[config.mk]
export PLATFORM = sky130hd
export DESIGN_NAME = sem_fifo
export DESIGN_NICKNAME = d
export VERILOG_FILES = /design/src/sem_pkg.sv /design/src/sem_fifo.sv
export SDC_FILE = /design/constraint.sdc
export NUM_CORES = 1
export LEC_CHECK = 0
export ABC_CLOCK_PERIOD_IN_PS = 2600
export CAP_MARGIN = 20
export CELL_PAD_IN_SITES_DETAIL_PLACEMENT = 0
export CELL_PAD_IN_SITES_GLOBAL_PLACEMENT = 2
export CORE_ASPECT_RATIO = 1.2
export CORE_MARGIN = 2
export CORE_UTILIZATION = 40
export CTS_CLUSTER_SIZE = 24
export DETAILED_ROUTE_END_ITERATION = 6
export DONT_BUFFER_PORTS = 1
export PLACE_DENSITY_LB_ADDON = 0.1
export SETUP_SLACK_MARGIN = 0.5
export SLEW_MARGIN = 20
export SYNTH_ARGS = -nofsm -noshare
export SYNTH_HDL_FRONTEND = slang
export SYNTH_SLANG_ARGS = --single-unit
[constraint.sdc]
create_clock -name clk -period 2.6 [get_ports clk]
set_input_delay 0.13 -clock clk [delete_from_list [all_inputs] [get_ports clk]]
set_output_delay 0.13 -clock clk [all_outputs]
set_load 0.05 [all_outputs]
[src/sem_pkg.sv]
// ---------------------------------------------------------------------------
// sem_pkg
// Shared types and constants of the Sobel edge magnitude block.
// ---------------------------------------------------------------------------
package sem_pkg;

	localparam int unsigned MAX_WIDTH_DEF = 2048;

	localparam int PIX_W        = 8;
	localparam int FW_W         = 12;
	localparam int FH_W         = 16;
	localparam int CFG_IDX_W    = 2;
	localparam int CFG_DATA_W   = 16;
	localparam int GRAD_W       = 11;
	localparam int ROOT_W       = 2 * GRAD_W;
	localparam int ROOT_TOP     = 20;
	localparam int MIN_DIM      = 3;
	localparam int FIRST_INNER  = 2;
	localparam int OUT_MAX      = 255;
	localparam int Q_DEPTH      = 2;
	localparam int Q_PTR_W      = 1;
	localparam int Q_CNT_W      = 2;

	localparam logic [FW_W-1:0] FRAME_WIDTH_RST  = FW_W'(640);
	localparam logic [FH_W-1:0] FRAME_HEIGHT_RST = FH_W'(480);

	localparam logic [CFG_IDX_W-1:0] REG_FRAME_WIDTH  = CFG_IDX_W'(0);
	localparam logic [CFG_IDX_W-1:0] REG_FRAME_HEIGHT = CFG_IDX_W'(1);

	typedef struct packed {
		logic signed [GRAD_W-1:0] gx;
		logic signed [GRAD_W-1:0] gy;
		logic                     last;
	} grad_t;

	typedef enum logic [2:0] {
		BK_IDLE,
		BK_SQUARE,
		BK_SUM,
		BK_ROOT,
		BK_DONE
	} back_state_t;

endpackage

[src/sem_fifo.sv]
// ---------------------------------------------------------------------------
// sem_fifo
// Short queue of gradient pairs between the pixel intake and the root unit.
// ---------------------------------------------------------------------------
module sem_fifo (
	input  logic           clk,
	input  logic           arst_n,
	input  logic           wr,
	input  sem_pkg::grad_t wr_data,
	output logic           q_full,
	input  logic           rd,
	output sem_pkg::grad_t rd_data,
	output logic           q_empty
);

	sem_pkg::grad_t                 entry_q [sem_pkg::Q_DEPTH];
	logic [sem_pkg::Q_PTR_W-1:0]    wr_ptr_q;
	logic [sem_pkg::Q_PTR_W-1:0]    rd_ptr_q;
	logic [sem_pkg::Q_CNT_W-1:0]    count_q;

	assign q_full  = count_q == sem_pkg::Q_CNT_W'(sem_pkg::Q_DEPTH);
	assign q_empty = count_q == '0;
	assign rd_data = entry_q[rd_ptr_q];

	always_ff @(posedge clk or negedge arst_n) begin
		if (!arst_n) begin
			wr_ptr_q <= '0;
			rd_ptr_q <= '0;
			count_q  <= '0;
		end else begin
			if (wr) begin
				wr_ptr_q <= wr_ptr_q + sem_pkg::Q_PTR_W'(1);
			end
			if (rd) begin
				rd_ptr_q <= rd_ptr_q + sem_pkg::Q_PTR_W'(1);
			end
			if (wr && !rd) begin
				count_q <= count_q + sem_pkg::Q_CNT_W'(1);
			end else if (rd && !wr) begin
				count_q <= count_q - sem_pkg::Q_CNT_W'(1);
			end
		end
	end

	always_ff @(posedge clk) begin
		if (wr) begin
			entry_q[wr_ptr_q] <= wr_data;
		end
	end

`ifndef SYNTHESIS
	a_no_overrun: assert property (@(posedge clk) disable iff (!arst_n)
		!(wr && q_full))
		else $error("queue written while full");
	a_no_underrun: assert property (@(posedge clk) disable iff (!arst_n)
		!(rd && q_empty))
		else $error("queue read while empty");
`endif

endmodule

==> summary.md <==
| Metric | Value |
|---|---|
| Pwr/cell area | about 1200 mW/mm2 |
| Antenna violations before repair | 0 |
| Required @ worst endpoint | between 2 and 2.5 ns |
| Syn Std Cell Area | 0.00195 mm2 |
| Delay of the slowest cell on the worst path | ~0.74 ns |
| Ranking of synthesized cells by instance count | sky130_fd_sc_hd__edfxtp_1 (46), sky130_fd_sc_hd__mux2_4 (19), sky130_fd_sc_hd__dfrtp_1 (4), sky130_fd_sc_hd__mux2_2 (4), sky130_fd_sc_hd__xor2_1 (4) |
| Unrepaired setup endpoints after global routing | no |
| Cell with the most instances after synthesis | sky130_fd_sc_hd__edfxtp_1 |
| Kind of end point of the critical path | primary output |
| HPWL after DPL | 1930 um |
| Maximum level of the CTS H-tree | 2 |
| HP Start | wr |
| Flip-flop cell with the highest count after synthesis | sky130_fd_sc_hd__edfxtp_1 |
| Top-area cell type share of the netlist area | 0.709 |
| Number of synthesized flops with an enable pin | 46 |
| Root Buffer Master | sky130_fd_sc_hd__clkbuf_8 |
| Synth Area per Inst | between 20 and 25 um2 |
| Largest net degree at the start of global routing | 16 |
| Total buffers and inverters traversed by the critical path | 0 |
| DIE AREA | 0.00545 mm2 |
| Pins Over Slew Limit | 0 |
| Chip height | 80.5 um |
| Maximum capacitance violations | 0 |
| Count of buffers inserted at the top-level ports | 0 |
| Remaining number of nets flagged by the antenna check after routing | 0 |
| Total power | 2.76 mW |
| Portion of the clock cycle consumed by the worst path in the final layout | 0.613 |
| Post-Route Utilization | 0.507 |
| Via Count | 845 |
| Drt first-iter violations | 25 |
| Area growth from synthesis to layout | 20.5% |
| Kind of launch point of the worst setup path | register |
| Upper clock frequency limit | 627 MHz |
| Outcome | finished, final reports clean |
| Clock Path Buffers | 2 |
| Total Routing Usage GR | 0.116 |
| Largest clock skew in the final design | about 0.0029 ns |
| Setup tns final | 0 ns |
| Number of endpoints failing setup at the final stage | 0 |
| First-pass GRT wire length | 4390 um |
| Peak ir drop on the vdd network | between 0.5 and 0.6 mV |
| Number of buffers inserted during clock tree synthesis | 5 |
| Critical path type | register to primary output |
| DRC violations left | 0 |
| Kind of cell adding the most delay to the critical path | simple AND/OR/NAND/NOR gates |
| CTS Hold Bufs | 26 |
| Layout cells sized above 1 | 0.285 |
| TritonCTS clock tree | built |
| Core region area | roughly 0.0046 mm2 |
| Hold Path Class | input port to register |
| Clock slew at the register clock pins of the worst setup and hold paths | approximately 0.08 ns |
| Post-CTS resize count | 0 |
| Crit path time final | between 1.5 and 2 ns |
| Vias in the first global route | about 940 |
| Net count after synthesis | about 120 |
| Top area cells in the synthesized netlist | sky130_fd_sc_hd__edfxtp_1 (71%), sky130_fd_sc_hd__mux2_4 (15%), sky130_fd_sc_hd__dfrtp_1 (5.1%) |
| Layout net count | 150 |
| Master of the slowest instance on the critical path | sky130_fd_sc_hd__nor2b_1 |
| Hold violation count in the final report | 0 |
| Crit-path cells | nor2b_1 |
| Number of top-level pins | 52 |
| Async S/R FF share, synth | 0.0800 |
| Post-CTS Setup Inserts | 0 |
| Aggregate routed wire length | between 2000 and 3000 um |
| Count of clock tree sinks | 50 |
| Count of distinct cell types in the synthesized netlist | 13 |
| Number of cells produced by synthesis | between 80 and 90 |
| Gpl congestion | 0.583 |
| Clock insertion delay at the later pin of the skew report | approximately 0.29 ns |
| Via-to-Cell Ratio | approximately 4.7 |
| Proportion of synthesized chip area in sequential cells | 0.760 |
| Worst rel slew slack | 0.381 |
| Total number of yosys warnings | 0 |
| Worst setup path startpoint | count_q[0] |
| Leakage dissipation | around 0.87 nW |
| Die Width | 67.7 um |
| Router iterations before antenna repair | 4 |
| Synthesized flop and latch total | 50 |
| Critical path arrival | between 1 and 1.5 ns |
| Global-route congestion overflow total | 0 |
| Diodes inserted | 0 |
| Cell taking the most area after synthesis | sky130_fd_sc_hd__edfxtp_1 |
| Routed length per placed instance | around 15 um |
| Num rows | 27 |
| Starting Density | 0.421 |
| Highest fanout seen on the critical path | 4 |
| R2R Path Start | wr_ptr_q |
| Slew of the pin with the lowest slew margin | slightly above 0.9 ns |
## state kept, by name, summed over array words and instances, names as in the netlist
register and cells:
wr_ptr_q 1, entry_q 46, rd_ptr_q 1, count_q 2
## layout by cell type (no fill, tap or decap), types with 2 or more instances in the layout
cell,n
sky130_fd_sc_hd__edfxtp_1,46
sky130_fd_sc_hd__dlygate4sd3_1,26
sky130_fd_sc_hd__mux2_4,19
sky130_fd_sc_hd__clkbuf_8,5
sky130_fd_sc_hd__mux2_2,4
sky130_fd_sc_hd__xor2_1,4
sky130_fd_sc_hd__dfrtp_1,4
sky130_fd_sc_hd__buf_4,4
sky130_fd_sc_hd__nor2_1,2
## per-stage QoR
| stage | setup slack [ns] | cells | hold slack [ns] | area (um2) |
|---|---|---|---|---|
| after global routing | 0.965 | 181 | 0.0982 | 2350 |
| after global placement | 1.07 | 147 | -0.165 | 2000 |
| after detailed placement | 1.03 | 147 | -0.165 | 2000 |
| after CTS | 0.991 | 181 | 0.0896 | 2350 |
| final | 1.01 | 181 | 0.0883 | 2350 |
| after floorplan | 0.748 | 88 | -0.166 | 1950 |
## where the power goes
| group | switching (mW) | internal, mW | leakage, nW |
|---|---|---|---|
| combinational | 0.859 | 0.352 | 0.346 |
| clock | 0.234 | 0.184 | 0.0416 |
| sequential | 0.0591 | 1.07 | 0.478 |
## kinds of logic after synthesis
family                   count (synthesis)  synth area share
XOR/XNOR                                 5            0.0225
adder cells (fa/ha/maj)                  1           0.00642
buffers and inverters                    4            0.0282
flip-flops                              50             0.760
multiplexers                            23             0.169
AND/OR/NAND/NOR                          5            0.0135
## path summary, 6_finish.rpt
kind                                 end  slack [ns]  depth (start not counted)
min reg2reg                   count_q[1]        0.50                          1
max                               q_full        1.01                          1
min in group asynchronous     count_q[1]        0.10                          1
max reg2reg                entry_q[0][4]        1.06                          2
min                           count_q[0]        0.09                          2
max in group asynchronous       rd_ptr_q        2.34                          1
## cell type report
class                           instances  area, um2
Multi-Input combinational cell         34        415
Clock inverter                          3       16.3
Timing Repair Buffer                   30        290
Clock buffer                            5       68.8
Fill cell                             391       2280
Sequential cell                        50       1480
Inverter                                1       3.75
Tap cell                               58       72.6
## metal layers
| metal | GRT usage | wire length [um] | vias up |
|---|---|---|---|
| met2 | 0.203 | 1480 | 31 |
| met5 | 0 | 0 | - |
| li1 | - | - | 398 |
| met3 | 0.0476 | 246 | 4 |
| met4 | 0.0551 | 51 | 0 |
| met1 | 0.116 | 1010 | 412 |
Note: power is estimated with default switching activity, not from simulation.
