==> src/sem_pkg.sv <==
// ---------------------------------------------------------------------------
// sem_pkg
// Shared types and constants of the Sobel edge magnitude block.
// ---------------------------------------------------------------------------
package sem_pkg;

	localparam int unsigned MAX_WIDTH_DEF = 2048;

	localparam int PIX_W        = 8;
	localparam int FW_W         = 12;
	localparam int FH_W         = 16;
	localparam int CFG_IDX_W    = 2;
	localparam int CFG_DATA_W   = 16;
	localparam int GRAD_W       = 11;
	localparam int ROOT_W       = 2 * GRAD_W;
	localparam int ROOT_TOP     = 20;
	localparam int MIN_DIM      = 3;
	localparam int FIRST_INNER  = 2;
	localparam int OUT_MAX      = 255;
	localparam int Q_DEPTH      = 2;
	localparam int Q_PTR_W      = 1;
	localparam int Q_CNT_W      = 2;

	localparam logic [FW_W-1:0] FRAME_WIDTH_RST  = FW_W'(640);
	localparam logic [FH_W-1:0] FRAME_HEIGHT_RST = FH_W'(480);

	localparam logic [CFG_IDX_W-1:0] REG_FRAME_WIDTH  = CFG_IDX_W'(0);
	localparam logic [CFG_IDX_W-1:0] REG_FRAME_HEIGHT = CFG_IDX_W'(1);

	typedef struct packed {
		logic signed [GRAD_W-1:0] gx;
		logic signed [GRAD_W-1:0] gy;
		logic                     last;
	} grad_t;

	typedef enum logic [2:0] {
		BK_IDLE,
		BK_SQUARE,
		BK_SUM,
		BK_ROOT,
		BK_DONE
	} back_state_t;

endpackage

==> src/sem_back.sv <==
// ---------------------------------------------------------------------------
// sem_back
// Root unit: squares, exact integer square root with rounding, result register.
// ---------------------------------------------------------------------------
module sem_back (
	input  logic                      clk,
	input  logic                      arst_n,
	input  logic                      q_empty,
	input  sem_pkg::grad_t            q_data,
	output logic                      q_pop,
	output logic                      empty,
	input  logic                      pop,
	output logic [sem_pkg::PIX_W-1:0] edge_value,
	output logic                      frame_last
);

	localparam int RW = sem_pkg::ROOT_W;

	sem_pkg::back_state_t             state_q;
	sem_pkg::back_state_t             state_d;

	logic signed [sem_pkg::GRAD_W-1:0] gx_q;
	logic signed [sem_pkg::GRAD_W-1:0] gy_q;
	logic                              last_q;
	logic signed [RW-1:0]              sqx_w;
	logic signed [RW-1:0]              sqy_w;
	logic [RW-1:0]                     sqx_q;
	logic [RW-1:0]                     sqy_q;
	logic [RW-1:0]                     rem_q;
	logic [RW-1:0]                     res_q;
	logic [RW-1:0]                     bit_q;
	logic [RW-1:0]                     trial;
	logic [RW-1:0]                     rounded;
	logic                              can_load;
	logic                              load_out;
	logic                              out_valid_q;
	logic [sem_pkg::PIX_W-1:0]         edge_q;
	logic                              flag_q;

	assign can_load = !out_valid_q || pop;

	always_comb begin
		state_d  = state_q;
		q_pop    = 1'b0;
		load_out = 1'b0;
		unique case (state_q)
			sem_pkg::BK_IDLE: begin
				if (!q_empty) begin
					q_pop   = 1'b1;
					state_d = sem_pkg::BK_SQUARE;
				end
			end
			sem_pkg::BK_SQUARE: begin
				state_d = sem_pkg::BK_SUM;
			end
			sem_pkg::BK_SUM: begin
				state_d = sem_pkg::BK_ROOT;
			end
			sem_pkg::BK_ROOT: begin
				if ((bit_q >> 2) == '0) begin
					state_d = sem_pkg::BK_DONE;
				end
			end
			sem_pkg::BK_DONE: begin
				if (can_load) begin
					load_out = 1'b1;
					state_d  = sem_pkg::BK_IDLE;
				end
			end
			default: begin
				state_d = sem_pkg::BK_IDLE;
			end
		endcase
	end

	always_ff @(posedge clk or negedge arst_n) begin
		if (!arst_n) begin
			state_q <= sem_pkg::BK_IDLE;
		end else begin
			state_q <= state_d;
		end
	end

	assign sqx_w   = RW'(gx_q) * RW'(gx_q);
	assign sqy_w   = RW'(gy_q) * RW'(gy_q);
	assign trial   = res_q + bit_q;
	assign rounded = (rem_q > res_q) ? res_q + RW'(1) : res_q;

	always_ff @(posedge clk) begin
		if (q_pop) begin
			gx_q   <= q_data.gx;
			gy_q   <= q_data.gy;
			last_q <= q_data.last;
		end
		if (state_q == sem_pkg::BK_SQUARE) begin
			sqx_q <= $unsigned(sqx_w);
			sqy_q <= $unsigned(sqy_w);
		end
		if (state_q == sem_pkg::BK_SUM) begin
			rem_q <= sqx_q + sqy_q;
			res_q <= '0;
			bit_q <= RW'(1) << sem_pkg::ROOT_TOP;
		end else if (state_q == sem_pkg::BK_ROOT) begin
			if (rem_q >= trial) begin
				rem_q <= rem_q - trial;
				res_q <= (res_q >> 1) + bit_q;
			end else begin
				res_q <= res_q >> 1;
			end
			bit_q <= bit_q >> 2;
		end
		if (load_out) begin
			edge_q <= (rounded > RW'(sem_pkg::OUT_MAX)) ?
				sem_pkg::PIX_W'(sem_pkg::OUT_MAX) : rounded[sem_pkg::PIX_W-1:0];
			flag_q <= last_q;
		end
	end

	always_ff @(posedge clk or negedge arst_n) begin
		if (!arst_n) begin
			out_valid_q <= 1'b0;
		end else if (load_out) begin
			out_valid_q <= 1'b1;
		end else if (pop) begin
			out_valid_q <= 1'b0;
		end
	end

	assign empty      = !out_valid_q;
	assign edge_value = edge_q;
	assign frame_last = flag_q;

`ifndef SYNTHESIS
	a_root_bit: assert property (@(posedge clk) disable iff (!arst_n)
		(state_q == sem_pkg::BK_ROOT) |-> $onehot(bit_q))
		else $error("root step weight is not a single bit");
`endif

endmodule

==> config.mk <==
export PLATFORM = sky130hd
export DESIGN_NAME = sem_back
export DESIGN_NICKNAME = d
export VERILOG_FILES = /design/src/sem_pkg.sv /design/src/sem_back.sv
export SDC_FILE = /design/constraint.sdc
export NUM_CORES = 1
export LEC_CHECK = 0
export BUFFER_PORTS_ARGS = -buffer_cell sky130_fd_sc_hd__buf_2
export CELL_PAD_IN_SITES_DETAIL_PLACEMENT = 1
export CELL_PAD_IN_SITES_GLOBAL_PLACEMENT = 2
export CORE_MARGIN = 3
export CORE_UTILIZATION = 38
export DETAILED_ROUTE_END_ITERATION = 7
export GPL_TIMING_DRIVEN = 0
export PLACE_DENSITY = 0.8
export SYNTH_ARGS = -nofsm -noshare
export SYNTH_HDL_FRONTEND = slang
export SYNTH_SLANG_ARGS = --single-unit
==> constraint.sdc <==
create_clock -name clk -period 5.8 [get_ports clk]
set_input_delay 0.87 -clock clk [delete_from_list [all_inputs] [get_ports clk]]
set_output_delay 0.87 -clock clk [all_outputs]
set_load 0.01 [all_outputs]
==> impl_metrics.ini <==
[setup_path]
crit_slowest_cell = fa_1
crit_top_cell = fa_1
start_kind = flip-flop
path_max_fanout = 10
crit_chain = buf_4, and2_1, fa_1, fa_1, inv_2, fa_1, inv_1, fa_1, fa_1, ha_4, or2_4, a21oi_4, a31oi_4, a21o_1, nor2_2, nor3_2, a2111oi_2, buf_4, a21oi_2, xnor2_1
required_ns = 6.01
cp_num_buf_inv = 4
cp-end-kind = flip-flop
cp.arrival_ns = 5.73
critPathMaxStageDelay_ns = 0.59
criticalPathCategory = flip-flop to flip-flop
critical-path-top-delay-family = adder cells

[finish]
layout.nets = 2267
finalNonFillerCells = 2449
regArea_sq_mm = 0.00364
n_antenna_cell = 0
drive_above_1_share_pct = 8.96
area_growth_pct = 11.7
multi_input_area_sq_mm = 0.0119
nFillCells = 4999

[route]
drt_iter0_markers = 429
drtPass1Iterations = 5
vias_per_cell = 5.07
dr_total_vias = 12400
drc = 0
drtAntennaViolNets = 0
wl_per_cell_um = 18.0
wirelength_mm = 44.0

[timing]
slew_headroom_pct = 39.7
finClkSkew_ns = 0.0150
min_period_ns = 5.51
finalHoldViolations = 0
hold_slack_ns = 0.188
slew_violations = 0
worst_slew_pin_slew_ns = 0.900
setup_violations = 0
post-route-period-util_pct = 95.1
setup_ws_ns = 0.287
max_freq_ghz = 0.181

[floorplanning]
die_width_um = 216
initial_core_util_pct = 38.6
die_h_um = 216
dieArea_sq_mm = 0.0465
ios = 38
num_rows = 76
core_sq_mm = 0.0433

[min_path]
hold_path_class = input port to async pin

[grt]
track_usage_pct = 19.8
grt_pass1_wl_mm = 72.6
grt_overflow = 0
grt_max_degree = 23
antenna_found_initial = 0
grt_pass1_vias = 13900

[logic_synthesis]
synth_nets = 2181
ys_ff_latch = 133
synth_top_area_cell = fa_1
async_flop_share_pct = 3.01
yosysUniqueCellTypes = 63
synth-seq-area-share_pct = 21.8
synth_top_area_share_pct = 24.7
synth_commonest_cells = inv_1, fa_1, ha_1
ys_top_cells_by_area = fa_1, edfxtp_1, ha_1, inv_1, xnor2_1
ys_dominant_reg_cell = edfxtp_1
netlist_area_sq_mm = 0.0167
synth_most_common_cell = inv_1
synth_warnings = 0
synth_edf_count = 96
netlist_instances = 1765
syn_avg_cell_area_sq_um = 9.47

[clock_tree]
numCtsBuffers = 17
insertion_delay_ns = 0.48
cts-root-buf = clkbuf_16
cts.sink_count = 133
clockBufferDepth = 2
htreeDepth = 4
cts_hold_buf = 0
clkTransAtPathRegs_ns = 0.07
tritoncts = done

[placement]
hpwlAfterDp_mm = 36.2
dp.cells = 2393
portBuffers = 37
gp_congestion = 0.845
preCtsSetupSlack_ns = -0.863

[flow_run]
drv_cap = 0

[run_status]
outcome = finished clean
flip-flops by register name, summed over array words and instances (netlist names):
register,count
rem_q,22
edge_value,8
sqx_q,21
sqy_q,21
frame_last,1
last_q,1
out_valid_q,1
bit_q,11
gy_q,11
gx_q,11
state_q,3
res_q,22
final timing paths:
check	start	endpoint	slack [ns]	cells past startpoint
worst max-delay path	gy_q[1]	sqy_q[21]	0.29	20
worst min-delay path	arst_n	state_q[0]	0.19	1
worst max register to register	gy_q[1]	sqy_q[21]	0.29	20
worst min register to register	last_q	frame_last	0.42	0
max in group asynchronous	arst_n	state_q[1]	5.49	1
min in group clk	last_q	frame_last	0.42	0
stage by stage:
step / util, % / cell area, sq um / setup TNS (ns)
6_report: 43.1 / 18700 / 0
5_1_grt: 43.1 / 18700 / -0.0244
4_1_cts: 42.4 / 18300 / 0
3_5_place_dp: 40.9 / 17700 / -9.16
3_3_place_gp: 40.7 / 17600 / -10.01
2_1_floorplan: - / 16700 / 0
cell families (layout without fill, tap and decap cells):
group                      after synthesis  after routing  synth area share (%)
adders and majority gates              389            389                  38.4
DFF                                    133            133                  21.8
AOI/OAI and AO/OA                      292            292                  11.1
buffers and inverters                  352            451                  7.93
and+or+nand+nor                        452            452                  13.0
muxes                                    6              6                 0.374
xor gates and xnor gates               141            141                  7.39
layout make-up:
class / count / share of cell area, %
plain buffers: 46 / 1.33
clock buffers: 18 / 2.30
clock inverters: 14 / 0.738
inverters: 297 / 5.97
multi-input cells: 1280 / 63.5
flip-flops and latches: 133 / 19.5
well taps: 585 / 3.92
repair buffers: 76 / 2.71
metal layers:
layer	wire, um	vias up	GRT usage (%)
li1	-	5977	-
met1	18600	6292	23.8
met3	921	45	3.22
met4	698	0	5.42
met5	0	-	0
met2	23800	105	36.7
cells in the final DEF (no fill, tap or decap), types with 11 or more instances in the layout:
cell,instances
inv_1,295
fa_1,205
ha_1,182
nand2_1,170
xnor2_1,110
edfxtp_1,96
a21oi_1,89
nor2_1,77
o21ai_0,60
and2_1,48
buf_2,40
buf_4,36
dfxtp_1,33
xor2_1,31
a21o_1,30
clkbuf_1,29
nor2b_1,29
nand3_1,25
a31oi_1,22
nor3_1,19
clkbuf_16,17
nand4_1,16
and3_1,15
o21bai_1,15
nand2b_1,11
what timing repair did:
| action | CTS | global route |
|---|---|---|
| setup endpoints to repair | 33 | 31 |
| pin swaps | 1 | 14 |
| setup buffers | 4 | 29 |
| resized for setup | 26 | 47 |
Power is left out: the tool's default activity adds up to more than one toggle a clock period on the data nets, which glitch-free logic cannot reach.
